$ cat src/srcs_pkg.sv
// shared types and constants of the sparse row store
package srcs_pkg;

    localparam int COL_W = 10;
    localparam int ROW_W = 10;
    localparam int VAL_W = 32;
    localparam int DIM_W = 11;

    typedef enum logic {
        OP_READ,
        OP_WRITE
    } t_op;

    typedef enum logic {
        CFG_NUM_ROWS,
        CFG_NUM_COLS
    } t_cfg_idx;

    typedef enum logic [1:0] {
        STAT_OK    = 2'd0,
        STAT_BOUND = 2'd1,
        STAT_FULL  = 2'd2
    } t_status;

    typedef enum logic [3:0] {
        ST_CLEAR,
        ST_IDLE,
        ST_ROW,
        ST_SCAN_RD,
        ST_SCAN_CHK,
        ST_DECIDE,
        ST_SH_RD,
        ST_SH_WR,
        ST_INS_PUT,
        ST_DL_RD,
        ST_DL_WR,
        ST_OWN_WR,
        ST_LATER_RD,
        ST_LATER_WR,
        ST_DONE
    } t_state;

    typedef struct packed {
        t_op               op;
        logic [ROW_W-1:0]  row;
        logic [COL_W-1:0]  col;
        logic [VAL_W-1:0]  val;
    } t_request;

    typedef struct packed {
        logic [VAL_W-1:0]  read_value;
        t_status           status;
        logic              new_entry;
    } t_result;

endpackage

$ cat src/srcs_ctrl.sv
// sequencer: row table clearing, row lookup, entry scan, shifts and row offset updates
module srcs_ctrl
    import srcs_pkg::*;
#(
    parameter int ENTRY_CAPACITY = 1024,
    parameter int MAX_DIM        = 1024,
    localparam int EW = $clog2(ENTRY_CAPACITY),
    localparam int CW = $clog2(ENTRY_CAPACITY + 1),
    localparam int RW = $clog2(MAX_DIM)
) (
    input  logic                 i_clk,
    input  logic                 i_rst_n,
    input  logic                 i_req_valid,
    output logic                 o_req_ready,
    input  t_request             i_req,
    input  logic [DIM_W-1:0]     i_num_rows,
    input  logic [DIM_W-1:0]     i_num_cols,
    output logic [RW-1:0]        o_row_addr,
    output logic                 o_row_we,
    output logic [2*CW-1:0]      o_row_wdata,
    input  logic [2*CW-1:0]      i_row_rdata,
    output logic [EW-1:0]        o_ent_addr,
    output logic                 o_ent_we,
    output logic [COL_W+VAL_W-1:0] o_ent_wdata,
    input  logic [COL_W+VAL_W-1:0] i_ent_rdata,
    output logic                 o_res_valid,
    input  logic                 i_res_ready,
    output t_result              o_res
);

    t_state            r_state, n_state;
    t_request          r_req, n_req;
    t_result           r_res, n_res;
    logic [CW-1:0]     r_base, n_base;
    logic [CW-1:0]     r_count, n_count;
    logic [CW-1:0]     r_k, n_k;
    logic [CW-1:0]     r_pos, n_pos;
    logic [CW-1:0]     r_s, n_s;
    logic [CW-1:0]     r_total, n_total;
    logic              r_found, n_found;
    logic [VAL_W-1:0]  r_value, n_value;
    logic [RW-1:0]     r_r, n_r;
    logic [RW-1:0]     r_clr, n_clr;

    logic [CW-1:0]     scan_slot;
    logic [COL_W-1:0]  ent_col;
    logic [VAL_W-1:0]  ent_val;
    logic [CW-1:0]     rd_start;
    logic [CW-1:0]     rd_count;
    logic              oob;
    logic              ins;
    logic              last_row;
    logic              own_last;

    assign scan_slot = r_base + r_k;
    assign ent_col   = i_ent_rdata[VAL_W +: COL_W];
    assign ent_val   = i_ent_rdata[VAL_W-1:0];
    assign rd_start  = i_row_rdata[2*CW-1:CW];
    assign rd_count  = i_row_rdata[CW-1:0];
    assign oob = ({1'b0, i_req.row} >= i_num_rows) || ({1'b0, i_req.col} >= i_num_cols)
              || (32'(i_req.row) >= MAX_DIM);
    assign ins       = (r_req.val != '0);
    assign last_row  = (r_r == RW'(MAX_DIM - 1));
    assign own_last  = (RW'(r_req.row) == RW'(MAX_DIM - 1));

    // next state
    always_comb begin
        n_state = r_state;
        case (r_state)
            ST_CLEAR: begin
                if (r_clr == RW'(MAX_DIM - 1)) n_state = ST_IDLE;
            end
            ST_IDLE: begin
                if (i_req_valid) n_state = oob ? ST_DONE : ST_ROW;
            end
            ST_ROW: begin
                n_state = (rd_count == '0) ? ST_DECIDE : ST_SCAN_RD;
            end
            ST_SCAN_RD: n_state = ST_SCAN_CHK;
            ST_SCAN_CHK: begin
                // columns are sorted within a row, so stop at the first one not below
                if (ent_col >= r_req.col || (r_k + 1'b1) == r_count) n_state = ST_DECIDE;
                else n_state = ST_SCAN_RD;
            end
            ST_DECIDE: begin
                if (r_req.op == OP_READ) begin
                    n_state = ST_DONE;
                end else if (r_found) begin
                    if (ins) n_state = ST_DONE;
                    else if ((r_s + 1'b1) < r_total) n_state = ST_DL_RD;
                    else n_state = ST_OWN_WR;
                end else if (!ins) begin
                    n_state = ST_DONE;
                end else if (r_total == CW'(ENTRY_CAPACITY)) begin
                    n_state = ST_DONE;
                end else if (r_total == r_pos) begin
                    n_state = ST_INS_PUT;
                end else begin
                    n_state = ST_SH_RD;
                end
            end
            ST_SH_RD: n_state = ST_SH_WR;
            ST_SH_WR: n_state = ((r_s - 1'b1) == r_pos) ? ST_INS_PUT : ST_SH_RD;
            ST_INS_PUT: n_state = ST_OWN_WR;
            ST_DL_RD: n_state = ST_DL_WR;
            ST_DL_WR: n_state = ((r_s + 2'd2) < r_total) ? ST_DL_RD : ST_OWN_WR;
            ST_OWN_WR: n_state = own_last ? ST_DONE : ST_LATER_RD;
            ST_LATER_RD: n_state = ST_LATER_WR;
            ST_LATER_WR: n_state = last_row ? ST_DONE : ST_LATER_RD;
            ST_DONE: begin
                if (i_res_ready) n_state = ST_IDLE;
            end
            default: n_state = ST_IDLE;
        endcase
    end

    // datapath next values
    always_comb begin
        n_req   = r_req;
        n_res   = r_res;
        n_base  = r_base;
        n_count = r_count;
        n_k     = r_k;
        n_pos   = r_pos;
        n_s     = r_s;
        n_total = r_total;
        n_found = r_found;
        n_value = r_value;
        n_r     = r_r;
        n_clr   = r_clr;
        case (r_state)
            ST_CLEAR: n_clr = r_clr + 1'b1;
            ST_IDLE: begin
                if (i_req_valid) begin
                    n_req             = i_req;
                    n_res.read_value  = '0;
                    n_res.status      = oob ? STAT_BOUND : STAT_OK;
                    n_res.new_entry   = 1'b0;
                    n_found           = 1'b0;
                end
            end
            ST_ROW: begin
                n_base  = rd_start;
                n_count = rd_count;
                n_pos   = rd_start;
                n_k     = '0;
            end
            ST_SCAN_CHK: begin
                if (ent_col == r_req.col) begin
                    n_found = 1'b1;
                    n_s     = scan_slot;
                    n_value = ent_val;
                end else if (ent_col < r_req.col) begin
                    n_pos = scan_slot + 1'b1;
                    n_k   = r_k + 1'b1;
                end
            end
            ST_DECIDE: begin
                if (r_req.op == OP_READ) begin
                    n_res.read_value = r_found ? r_value : '0;
                end else if (!r_found && ins) begin
                    if (r_total == CW'(ENTRY_CAPACITY)) n_res.status = STAT_FULL;
                    else n_s = r_total;
                end
            end
            ST_SH_WR: n_s = r_s - 1'b1;
            ST_INS_PUT: n_res.new_entry = 1'b1;
            ST_DL_WR: n_s = r_s + 1'b1;
            ST_OWN_WR: begin
                n_total = ins ? r_total + 1'b1 : r_total - 1'b1;
                n_r     = RW'(r_req.row) + 1'b1;
            end
            ST_LATER_WR: n_r = r_r + 1'b1;
            default: ;
        endcase
    end

    // memory ports and handshakes
    always_comb begin
        o_row_addr  = r_r;
        o_row_we    = 1'b0;
        o_row_wdata = '0;
        o_ent_addr  = EW'(scan_slot);
        o_ent_we    = 1'b0;
        o_ent_wdata = {r_req.col, r_req.val};
        o_req_ready = 1'b0;
        o_res_valid = 1'b0;
        case (r_state)
            ST_CLEAR: begin
                o_row_addr = r_clr;
                o_row_we   = 1'b1;
            end
            ST_IDLE: begin
                o_req_ready = 1'b1;
                o_row_addr  = RW'(i_req.row);
            end
            ST_DECIDE: begin
                o_ent_addr = EW'(r_s);
                o_ent_we   = (r_req.op == OP_WRITE) && r_found && ins;
            end
            ST_SH_RD: o_ent_addr = EW'(r_s - 1'b1);
            ST_SH_WR: begin
                o_ent_addr  = EW'(r_s);
                o_ent_we    = 1'b1;
                o_ent_wdata = i_ent_rdata;
            end
            ST_INS_PUT: begin
                o_ent_addr = EW'(r_pos);
                o_ent_we   = 1'b1;
            end
            ST_DL_RD: o_ent_addr = EW'(r_s + 1'b1);
            ST_DL_WR: begin
                o_ent_addr  = EW'(r_s);
                o_ent_we    = 1'b1;
                o_ent_wdata = i_ent_rdata;
            end
            ST_OWN_WR: begin
                o_row_addr  = RW'(r_req.row);
                o_row_we    = 1'b1;
                o_row_wdata = {r_base, ins ? r_count + 1'b1 : r_count - 1'b1};
            end
            ST_LATER_WR: begin
                // read data still holds the row fetched in the previous beat
                o_row_we    = 1'b1;
                o_row_wdata = {ins ? rd_start + 1'b1 : rd_start - 1'b1, rd_count};
            end
            ST_DONE: o_res_valid = 1'b1;
            default: ;
        endcase
    end

    assign o_res = r_res;

    always_ff @(posedge i_clk) begin
        if (!i_rst_n) begin
            r_state <= ST_CLEAR;
            r_total <= '0;
            r_clr   <= '0;
        end else begin
            r_state <= n_state;
            r_total <= n_total;
            r_clr   <= n_clr;
        end
    end

    always_ff @(posedge i_clk) begin
        r_req   <= n_req;
        r_res   <= n_res;
        r_base  <= n_base;
        r_count <= n_count;
        r_k     <= n_k;
        r_pos   <= n_pos;
        r_s     <= n_s;
        r_found <= n_found;
        r_value <= n_value;
        r_r     <= n_r;
    end

endmodule
$ cat config.mk
export PLATFORM = sky130hd
export DESIGN_NAME = srcs_ctrl
export DESIGN_NICKNAME = d
export VERILOG_FILES = /design/src/srcs_pkg.sv /design/src/srcs_ctrl.sv
export SDC_FILE = /design/constraint.sdc
export NUM_CORES = 1
export LEC_CHECK = 0
export ABC_AREA = 1
export BUFFER_PORTS_ARGS = -buffer_cell sky130_fd_sc_hd__buf_2
export CAP_MARGIN = 40
export CELL_PAD_IN_SITES_DETAIL_PLACEMENT = 1
export CELL_PAD_IN_SITES_GLOBAL_PLACEMENT = 2
export CORE_MARGIN = 1.5
export CORE_UTILIZATION = 33
export CTS_CLUSTER_SIZE = 40
export DETAILED_ROUTE_END_ITERATION = 8
export GPL_TIMING_DRIVEN = 1
export PLACE_DENSITY_LB_ADDON = 0.1
export REMOVE_ABC_BUFFERS = 1
export SLEW_MARGIN = 25
export SYNTH_ARGS = -nofsm -noshare
export SYNTH_HDL_FRONTEND = slang
export SYNTH_SLANG_ARGS = --single-unit
$ cat constraint.sdc
create_clock -name i_clk -period 5.8 [get_ports i_clk]
set_input_delay 0.58 -clock i_clk [delete_from_list [all_inputs] [get_ports i_clk]]
set_output_delay 0.58 -clock i_clk [all_outputs]
set_load 0.01 [all_outputs]
==> metrics.md, run 1 <==
| Metric | Value |
|---|---|
| PortBufs | 265 |
| Relative slew slack | 0.456 |
| Layout cells sized above 1 | 0.188 |
| Core area | 0.0419 mm^2 |
| Post-layout minimum cycle time | 4370 ps |
| Post-Route WL | 49500 um |
| Vias in the first global route | 13100 |
| Clock skew | 20.4 ps |
| PnR worst setup slack | 1430 ps |
| Leakage | 7.64 nW |
| Worst slew pin tran | 811 ps |
| Drt pass-1 iters | 5 |
| Gr usage total | 0.224 |
| Area Growth Syn to Fin | 20.2% |
| Combinational Power Share | 0.042 |
| Synthesized cell area | 0.0140 mm^2 |
| # fillers | 5116 |
| Switching share of power | 0.224 |
| I/O pins | 266 |
| Largest net degree at the start of global routing | 68 |
| Sequential power share | 0.481 |
| Clock tree sinks | 211 |
| Max_cap viols | 0 |
| Met1 Use GR | 0.273 |
| Post-route DRC | 0 |
| Post-cts gate resize count | 0 |
| Wire length of the first global-routing pass | 75600 um |
| Final hold vios | 0 |
| Die area | 0.0436 mm^2 |
| Cell Pwr Density | 204 mW/mm^2 |
| Pins Over Slew Limit | 0 |
| CP Data Arrival Time | 3790 ps |
| CP Launch Type | register |
| Fin util | 0.401 |
| Die W | 209 um |
| NetSw | 0.000766 W |
| Worst Setup End Kind | output port |
| Starting density of the core | 0.334 |
| Sequential area share after synthesis | 0.436 |
| TNS Setup | 0 ps |
| FMAX | 0.229 GHz |
| Flops & latches, synth | 211 |
| Syn avg cell area | 8.14 um^2 |
| Worst vdd ir | 228 uV |
| Synth Flop Type | edfxtp_1 |
| Synth warnings | 0 |
| Number of synthesized flops with an enable pin | 186 |
| Post-route ant nets | 0 |
| CTS tree | built |
| Clock Path Buffers | 3 |
| DR vias | 12800 |
| Final period util | 0.754 |
| Vert. Die Dim | 209 um |
| Post-Syn Instances | 1717 |
| Class of the worst hold path | in2reg |
| FFs w/ async S/R, synth | 0 |
| Place WS | 1980 ps |
| CTS buffer count | 26 |
| Wire per inst | 19.4 um |
| Leading cell type in the layout, fill and taps excluded | nand2_1 |
| DP Wirelength | 39300 um |
| Row count | 75 |
| Post-CTS Setup Bufs | 0 |
| Global routing's busiest layer | met2 |
| Grt met2 use | 0.409 |
| Hold_buf cts | 0 |
| Setup Crit Path Kind | reg2out |
| Final Setup Violations | 0 |
| RSZ-0062 raised after global routing | no |
| Req. time, crit path | 5220 ps |
| Met3 usage | 0.0326 |
| Status | finished, final reports clean |
| Clock transition at path regs | 60 ps |
| CTS H-tree lvls | 1 |
| Synth unique cells | 58 |
| Total grt overflow | 0 |
| Internal Power | 0.00265 W |
| CP Max Fanout | 22 |
| GP Congestion | 0.852 |
| Initial DRC Count | 510 |
| Clock share of power | 0.477 |
| CTS root buf | clkbuf_16 |
| Commonest non-fill, non-tap cells in the layout | nand2_1, buf_2, inv_1, edfxtp_1, nor2_1 |
| Nets | 2229 |
| Worst skew pair latency | 560 ps |
| Via density per instance | 5.01 |
| Antenna violations before repair | 6 |
==> power groups by stage <==
stage / Clock (W) / Combinational (W) / Sequential, W
6_report: 0.00163 / 0.000143 / 0.00165
3_3_place_gp: 0 / 0.000141 / 0.00168
2_1_floorplan: 0 / 0.0000565 / 0.00168
5_1_grt: 0.00173 / 0.000163 / 0.00164
3_5_place_dp: 0 / 0.000145 / 0.00168
4_1_cts: 0.00168 / 0.000146 / 0.00165
==> synth_stat cells (3+ instances only) <==
cell         n  area (um^2)
nand3_2      4         40.0
fa_1         4         80.1
o211ai_1     7         52.6
clkbuf_1    18         67.6
dfxtp_1     25          500
ha_1        95         1190
buf_2       13         65.1
nand4_1     19          119
edfxtp_1   186         5590
nor3_2       3         30.0
nor2_4       8         90.1
o31ai_1      7         52.6
o22ai_1     19          119
a221oi_1     6         52.6
nor2_2       7         43.8
a21boi_0     3         22.5
inv_1      245          920
nand3_1     83          415
a31oi_1      6         37.5
nor3_1      14         70.1
nor2_1     169          634
o2111ai_1   14          123
nand3b_1     6         45.0
buf_6        3         33.8
a21o_1       3         22.5
a22o_1       3         26.3
a21oi_1     97          485
or2_2        6         37.5
xnor2_1     16          140
xor2_1      40          350
inv_2       16         60.1
nand2_1    432         1620
nor4_1       3         18.8
o21ai_1      8         40.0
o21ai_0     97          485
==> critical path: stages, from the launching register on <==
cell and delay, ps:
edfxtp_1 380, nor2_1 130, nand3_1 100, nor2_1 150
nand2_1 110, nor2_4 610, ha_1 420, a21oi_1 170
o21ai_0 110, a21oi_1 190, or2_2 160, nand2_1 50
nand2_1 50, nand2_1 60, or2_2 270, nand3_1 70
nand2_1 60, buf_2 130
==> per-layer routing <==
layer	share of wire	up-vias
li1	-	6304
met1	0.43	6138
met2	0.51	266
met3	0.040	58
met4	0.022	2
met5	0.00026	-
==> worst paths after layout <==
check	depth (start not counted)	endpoint	start	slack [ps]
setup / recovery	17	o_row_wdata[19]	r_req[28]	1430
hold reg to reg	2	r_clr[6]	r_clr[5]	500
setup reg to reg	22	r_state[1]	r_s[2]	2210
hold / removal	1	r_req[6]	i_req[6]	190
==> state kept, by name, summed over array words and instances, names as in the netlist <==
name,cells
r_req,53
o_res,35
r_value,32
r_base,11
r_count,11
r_k,11
r_pos,11
r_s,11
r_total,11
r_clr,10
r_r,10
r_state,4
r_found,1
==> through the flow <==
step	total power (W)	cell area (um^2)	hold WS, ps	instances
floorplan	0.00173	13800	462	1680
CTS	0.00347	16800	156	2546
detailed placement	0.00182	15900	497	2498
global route	0.00353	16800	166	2548
global placement	0.00182	15900	489	2494
finish	0.00342	16800	188	2550
==> kinds of logic after synthesis <==
| kind of cell | share of synthesized area |
|---|---|
| compound gates | 0.123 |
| xor+xnor | 0.0351 |
| fa+ha+maj | 0.0908 |
| buf+inv | 0.0835 |
| flops | 0.436 |
| simple gates | 0.232 |
==> cell type report <==
| type | count | area [um^2] | share of cell area |
|---|---|---|---|
| Multi-Input combinational cell | 1207 | 6760 | 0.403 |
| Sequential cell | 211 | 6090 | 0.362 |
| Timing Repair Buffer | 279 | 1430 | 0.0852 |
| Inverter | 262 | 983 | 0.0586 |
| Clock buffer | 32 | 703 | 0.0419 |
| Tap cell | 539 | 674 | 0.0402 |
| Clock inverter | 16 | 144 | 0.00857 |
| Antenna cell | 4 | 10.0 | 0.000596 |
(Power assumes the default switching activity.)
==> run 2, diff against run 1 <==
--- a/config.mk
+++ b/config.mk
@@ -5,13 +5,13 @@
 export SDC_FILE = /design/constraint.sdc
 export NUM_CORES = 1
 export LEC_CHECK = 0
-export ABC_AREA = 1
+export ABC_AREA = 0
 export BUFFER_PORTS_ARGS = -buffer_cell sky130_fd_sc_hd__buf_2
 export CAP_MARGIN = 40
 export CELL_PAD_IN_SITES_DETAIL_PLACEMENT = 1
 export CELL_PAD_IN_SITES_GLOBAL_PLACEMENT = 2
 export CORE_MARGIN = 1.5
-export CORE_UTILIZATION = 33
+export CORE_UTILIZATION = 32
 export CTS_CLUSTER_SIZE = 40
 export DETAILED_ROUTE_END_ITERATION = 8
 export GPL_TIMING_DRIVEN = 1
==> constraint.sdc (replaced) <==
create_clock -name i_clk -period 3.7 [get_ports i_clk]
set_input_delay 0.37 -clock i_clk [delete_from_list [all_inputs] [get_ports i_clk]]
set_output_delay 0.37 -clock i_clk [all_outputs]
set_load 0.01 [all_outputs]
==> metrics.md, run 2 <==
| Metric | Value |
|---|---|
| CP Launch Type | register |
| Max reg flops | 53 (unchanged) |
| Share of the synthesized area in the top cell type | 0.414 (+0.0141) |
| CTS buffer count | 26 (unchanged) |
| Die W | 208 um (-0.19%) |
| Sequential area share after synthesis | 0.451 (+0.0153) |
| I/O pins | 266 (unchanged) |
| Status | complete, but fails checks |
| Met1 Use GR | 0.278 (+0.00499) |
| Internal Power | 0.00415 W (+56%) |
| Clock tree sinks | 211 (unchanged) |
| Row count | 75 (unchanged) |
| Most frequent cells after synthesis | edfxtp_1, nand2_1, nor2_1, ha_1, o21ai_0 |
| Sequential power share | 0.483 (+0.002) |
| RSZ-0062 raised after global routing | yes |
| Final period util | 1.08 |
| Vias in the first global route | 12400 (-5.4%) |
| Nets | 1961 (-12%) |
| Setup Crit Path Kind | reg2out |
| Post-layout minimum cycle time | 3980 ps |
| Synthesized cell area | 0.0135 mm^2 (-3.4%) |
| Class of the worst hold path | in2reg |
| Synth area leaders | edfxtp_1, ha_1, xnor2_1 |
| Design Power | 0.00535 W (+56%) |
| Commonest non-fill, non-tap cells in the layout | buf_2, edfxtp_1, nand2_1, buf_4, nor2_1 |
| Clock skew | 11.5 ps (-8.97 ps) |
| Met3 usage | 0.0312 (-0.00137) |
| Core area | 0.0418 mm^2 (-0.22%) |
| CP Max Fanout | 5 (-77%) |
| NetSw | 0.00120 W (+57%) |
| PortBufs | 265 (unchanged) |
| Leakage | 7.11 nW (-7.0%) |
| Drt pass-1 iters | 8 (+3) |
| DR vias | 11700 (-8.1%) |
| Pins Over Slew Limit | 0 (unchanged) |
| Gr usage total | 0.215 (-0.00938) |
| Largest net degree at the start of global routing | 48 (-29%) |
| Leading cell type in the layout, fill and taps excluded | buf_2 |
| Syn avg cell area | 10.2 um^2 (+25%) |
| Total grt overflow | 0 (unchanged) |
| GP Congestion | 0.838 (-1.6%) |
| Clock Path Buffers | 3 (unchanged) |
| Post-route ant nets | 0 (unchanged) |
| Worst skew pair latency | 550 ps (about the same) |
| Largest reg by FF count | r_req |
| Layout cells sized above 1 | 0.292 (+0.104) |
| Initial DRC Count | 490 (-3.9%) |
| Synth Flop Type | edfxtp_1 |
| Post-Syn Instances | 1326 (-23%) |
| Worst Setup End Kind | output port |
| Number of synthesized flops with an enable pin | 186 (unchanged) |
| Fin util | 0.423 (+0.0220) |
| CTS H-tree lvls | 1 (unchanged) |
| CTS root buf | clkbuf_16 |
| FFs w/ async S/R, synth | 0 (unchanged) |
| Switching share of power | 0.225 (+0.000798) |
| Synth area leader | edfxtp_1 |
| PnR worst setup slack | -278 ps (-1710 ps) |
| Max_cap viols | 0 (unchanged) |
| Via density per instance | 5.15 (+2.8%) |
| Flops & latches, synth | 211 (unchanged) |
| Wire length of the first global-routing pass | 72600 um (-3.9%) |
| Combinational Power Share | 0.053 (+0.011) |
| FMAX | 0.251 GHz |
| Area Growth Syn to Fin | 31.0% |
| Starting density of the core | 0.323 (-0.0106) |
| Synth unique cells | 74 (+28%) |
| Synth warnings | 0 (unchanged) |
| Relative slew slack | 0.500 (+0.0440) |
| Failing checks | negative setup slack |
| Antenna violations before repair | 7 (+1) |
| Clock share of power | 0.464 (-0.013) |
| Worst slew pin tran | 747 ps (-64.4 ps) |
| Clock transition at path regs | 60 ps (about the same) |
| Cell Pwr Density | 303 mW/mm^2 (+49%) |
| Final Setup Violations | 14 (+14) |
| Req. time, crit path | 3330 ps (-1890 ps) |
| CTS tree | built |
| Worst vdd ir | 315 uV (+38%) |
| Vert. Die Dim | 208 um (-0.19%) |
| Wire per inst | 20.6 um (+6.2%) |
| Grt met2 use | 0.373 (-0.0358) |
| DP Wirelength | 36400 um (-7.5%) |
| CP Data Arrival Time | 3610 ps (-180 ps) |
| Global routing's busiest layer | met2 |
| Final hold vios | 0 (unchanged) |
| Die area | 0.0434 mm^2 (-0.38%) |
| # fillers | 4744 (-7.3%) |
| Most common cell in the synthesized netlist | edfxtp_1 |
| Post-Route WL | 47100 um (-5.0%) |
| Post-route DRC | 0 (unchanged) |
[run 2: cell types whose count changed in the layout (fill, tap and decap cells not counted), sizes merged, moves of 16 or more]
cell | before | now
a211oi | 0 | 16
a21oi | 98 | 63
and2 | 1 | 35
buf | 279 | 362
dlygate4sd3 | 0 | 57
inv | 261 | 72
mux2 | 0 | 42
nand2 | 435 | 132
nand3 | 87 | 37
nor2 | 185 | 100
nor4 | 5 | 22
o21ai | 107 | 73
xnor2 | 16 | 67
xor2 | 40 | 56
[run 2: through the flow]
step / area (um^2) / hold WS, ps / TNS [ps] / instances / setup WS (ps)
4_1_cts: 17600 / 0.647 / -4130 / 2273 / -479
2_1_floorplan: 13300 / 466 / -86670 / 1271 / -2070
3_5_place_dp: 16000 / 507 / -101 / 2159 / -76.8
3_3_place_gp: 15900 / 498 / -31.1 / 2158 / -31.1
5_1_grt: 17700 / 6.48 / -5390 / 2280 / -514
6_report: 17700 / 18.2 / -2210 / 2281 / -278
[run 2: cell type report]
class                      instances  area, um^2  share of cell area
inverter                          71         267              0.0151
clock inverter                    10        61.3             0.00347
sequential                       211        6090               0.344
antenna                            3        7.51            0.000425
multi-input combinational        989        7140               0.404
clock buffer                      38         757              0.0428
tap                              539         674              0.0382
timing repair buffer             420        2690               0.152
[run 2: repair_timing]
item,4_1_cts,5_1_grt
pin swaps,27,23
endpoints found under the hold margin,57,0
buffers inserted,8,5
cloned,1,0
hold buffers,57,0
endpoints found under the setup margin,18,24
resized for setup,36,18
[run 2: final timing paths]
check / slack [ps] / start / to / cells after the start
min reg2reg: 520 / r_clr[6] / r_clr[6] / 2
min: 20 / i_ent_rdata[21] / r_value[21] / 1
max reg2reg: -60 / r_req[4] / r_total[10] / 17
max: -280 / r_req[4] / o_row_wdata[8] / 16
[run 2: worst max-delay path, stage by stage (launching register included)]
cell	delay, ps
edfxtp_1	410
nor4_2	320
buf_4	160
nand4_1	120
buf_4	190
nor2_4	110
buf_12	150
ha_4	200
a21o_1	160
a21oi_2	150
nor2b_1	70
o21a_1	190
o41ai_2	260
buf_4	170
xor2_1	150
o21ai_1	80
buf_2	150
[run 2: power groups by stage]
stage / registers, W / logic, W / clock network [W]
after floorplan: 0.00263 / 0.0000859 / 0
after global placement: 0.00263 / 0.000229 / 0
after detailed placement: 0.00263 / 0.000234 / 0
after CTS: 0.00258 / 0.000288 / 0.00256
after global routing: 0.00258 / 0.000318 / 0.00264
final: 0.00258 / 0.000285 / 0.00248
[run 2: cells by family after synthesis]
group,synth area share
buffers and inverters,0.0373
flip-flops,0.451
adder cells (fa/ha/maj),0.0940
AND/OR/NAND/NOR,0.159
AO/OA/AOI/OAI,0.132
XOR/XNOR,0.0815
multiplexers,0.0454
[run 2: routing by layer]
metal / part of all wire / vias up
li1: - / 5664
met1: 0.45 / 5776
met2: 0.49 / 239
met3: 0.040 / 57
met4: 0.023 / 4
met5: 0.00049 / -
==> run 3, diff against run 2 <==
--- a/config.mk
+++ b/config.mk
@@ -5,16 +5,17 @@
 export SDC_FILE = /design/constraint.sdc
 export NUM_CORES = 1
 export LEC_CHECK = 0
-export ABC_AREA = 0
-export BUFFER_PORTS_ARGS = -buffer_cell sky130_fd_sc_hd__buf_2
+export ABC_AREA = 1
+export BUFFER_PORTS_ARGS = -buffer_cell sky130_fd_sc_hd__buf_4
 export CAP_MARGIN = 40
 export CELL_PAD_IN_SITES_DETAIL_PLACEMENT = 1
 export CELL_PAD_IN_SITES_GLOBAL_PLACEMENT = 2
 export CORE_MARGIN = 1.5
-export CORE_UTILIZATION = 32
+export CORE_UTILIZATION = 30
 export CTS_CLUSTER_SIZE = 40
 export DETAILED_ROUTE_END_ITERATION = 8
 export GPL_TIMING_DRIVEN = 1
+export HOLD_SLACK_MARGIN = 0.02
 export PLACE_DENSITY_LB_ADDON = 0.1
 export REMOVE_ABC_BUFFERS = 1
 export SLEW_MARGIN = 25
==> metrics.md, run 3 (synthesis gave the netlist of run 1 again) <==
| Metric | Value |
|---|---|
| Worst vdd ir | 368 uV (+17%) |
| Worst Setup End Kind | output port |
| Post-route ant nets | 0 (unchanged) |
| Slowest CP cell | edfxtp_1 |
| Placed cell count | 2577 (+19%) |
| DR vias | 13200 (+12%) |
| Starting density of the core | 0.306 (-0.0173) |
| Worst slew pin tran | 800 ps (+53.5 ps) |
| Final hold vios | 0 (unchanged) |
| Req. time, crit path | 3330 ps (about the same) |
| Vert. Die Dim | 219 um (+5.0%) |
| CP Max Fanout | 7 (+2) |
| Initial DRC Count | 543 (+11%) |
| Setup Crit Path Kind | reg2out |
| Leading cell type in the layout, fill and taps excluded | nand2_1 |
| Design Power | 0.00569 W (+6.5%) |
| Max reg flops | 53 (unchanged) |
| Fin util | 0.425 (+0.00146) |
| Via density per instance | 4.79 (-7.0%) |
| Antenna violations before repair | 1 (-6) |
| Pins Over Slew Limit | 0 (unchanged) |
| Total grt overflow | 0 (unchanged) |
| Vias in the first global route | 14000 (+13%) |
| Max_cap viols | 0 (unchanged) |
| Core area | 0.0457 mm^2 (+9.4%) |
| CP peak stage delay | 400 ps (about the same) |
| Post-route DRC | 0 (unchanged) |
| Die W | 219 um (+5.0%) |
| Post-place instance area | 0.0168 mm^2 (+5.5%) |
| Most frequent CP cell | nand2_1 |
| PnR worst setup slack | -5.13 ps (+273 ps) |
| CTS buffer count | 28 (+7.7%) |
| Leakage | 8.59 nW (+21%) |
| Cell breakdown of the critical path | nor2_1 > nand3_1 > nor2_2 > nand2_1 > nor2_4 > buf_12 > buf_12 > buf_8 > ha_4 > nand2_1 > nor2_2 > a21oi_1 > nor2_1 > o21ai_1 > nand2_1 > buf_6 > o21ai_2 > o21ai_1 > buf_4 |
| Post-Route WL | 53600 um (+14%) |
| Clock transition at path regs | 60 ps (about the same) |
| Commonest non-fill, non-tap cells in the layout | nand2_1, buf_4, inv_1, edfxtp_1, nor2_1 |
| Clock skew | 39.5 ps (+28.1 ps) |
| Cell Pwr Density | 294 mW/mm^2 (-3.0%) |
| CTS tree | built |
| CP Data Arrival Time | 3340 ps (-270 ps) |
| GP Congestion | 0.843 (+0.62%) |
| CP Launch Type | register |
| Drt pass-1 iters | 4 (-4) |
| Layout cells sized above 1 | 0.227 (-0.0647) |
| Cell family with most CP delay | simple AND/OR/NAND/NOR gates |
| Area Growth Syn to Fin | 38.9% |
| Critical path buffers and inverters | 5 (unchanged) |
| Class of the worst hold path | in2reg |
| Gr usage total | 0.223 (+0.00785) |
| Largest net degree at the start of global routing | 68 (+42%) |
| Wire per inst | 19.5 um (-5.6%) |
| Post-layout minimum cycle time | 3710 ps (-273 ps) |
| Finished Cell Area | 0.0194 mm^2 (+9.8%) |
| I/O pins | 266 (unchanged) |
| Final period util | 1.00 (-0.0737) |
| Wire length of the first global-routing pass | 81200 um (+12%) |
| Relative slew slack | 0.464 (-0.0368) |
| Final Setup Violations | 1 (-13) |
| CTS root buf | clkbuf_16 |
| Worst skew pair latency | 590 ps (+40 ps) |
| PortBufs | 265 (unchanged) |
| Failing checks | negative setup slack |
| RSZ-0062 raised after global routing | yes |
| Row count | 78 (+4.0%) |
| Largest reg by FF count | r_req |
| CTS H-tree lvls | 1 (unchanged) |
| DP Wirelength | 40900 um (+13%) |
| Clock Path Buffers | 3 (unchanged) |
| Hold slack | 40.7 ps (+22.5 ps) |
| Clock tree sinks | 211 (unchanged) |
| # fillers | 5473 (+15%) |
| Layout Cells excl Fill | 2753 (+21%) |
| Nets | 2371 (+21%) |
| FMAX | 0.270 GHz (+7.4%) |
| Status | complete, but fails checks |
| Die area | 0.0479 mm^2 (+10%) |
==> run 3: power breakdown <==
group / internal [W] / switching [W]
Sequential: 0.00258 / 0.00000274
Clock: 0.00163 / 0.00111
Combinational: 0.000217 / 0.000160
Total: 0.00442 / 0.00127
==> run 3: layout make-up <==
| class | count | area [um^2] | area share |
|---|---|---|---|
| Clock buffer | 38 | 788 | 0.0406 |
| Multi-Input combinational cell | 1207 | 7170 | 0.370 |
| Inverter | 262 | 983 | 0.0507 |
| Tap cell | 600 | 751 | 0.0387 |
| Antenna cell | 2 | 5.00 | 0.000258 |
| Timing Repair Buffer | 419 | 3470 | 0.179 |
| Clock inverter | 14 | 140 | 0.00722 |
| Sequential cell | 211 | 6090 | 0.314 |
==> run 3: timing repair <==
action	in CTS	in global routing
pin swaps	5	28
gates resized for setup	31	72
endpoints found under the setup margin	16	15
endpoints found under the hold margin	98	0
hold buffers	98	0
buffers inserted	7	19
==> run 3: path summary, 6_finish.rpt <==
check                                startpoint             end  slack [ps]  depth (start not counted)
worst max-delay path                  r_req[29]  o_row_wdata[7]          -5                         19
worst min-delay path            i_row_rdata[18]       r_base[7]          40                          1
worst max register to register           r_s[1]      r_state[1]         470                         22
worst min register to register         r_clr[5]        r_clr[6]         520                          2
==> run 3: through the flow <==
stage | setup TNS, ps | worst slack, ps
2_1_floorplan | -30350 | -878
3_3_place_gp | 0 | 164
3_5_place_dp | 0 | 182
4_1_cts | -35.4 | -21.6
5_1_grt | -971 | -242
6_report | -5.13 | -5.13
==> run 3: layer usage <==
metal  GRT usage  vias to the layer above  wire, um
met2       0.410                      223     27000
met4      0.0614                        0      1560
li1            -                     6568         -
met3      0.0273                       75      1750
met1       0.271                     6309     23300
met5           0                        -         0
==> run 3: worst register-to-register path: stages, from the launching register on <==
cell and delay, ps:
edfxtp_1 420, ha_1 240, nand2_1 130, nor3_2 250, nand3_1 110, xor2_1 180
o21ai_1 170, inv_1 70, ha_1 270, nand2_1 80, a21oi_1 40, nor2_1 120
nand2_1 110, nor2_4 160, nand2_1 90, nand2_1 60, nand2_1 50, nor2_1 130
nand2_1 70, nor2_1 100, nand3_1 90, nand2_1 100, a21oi_2 60
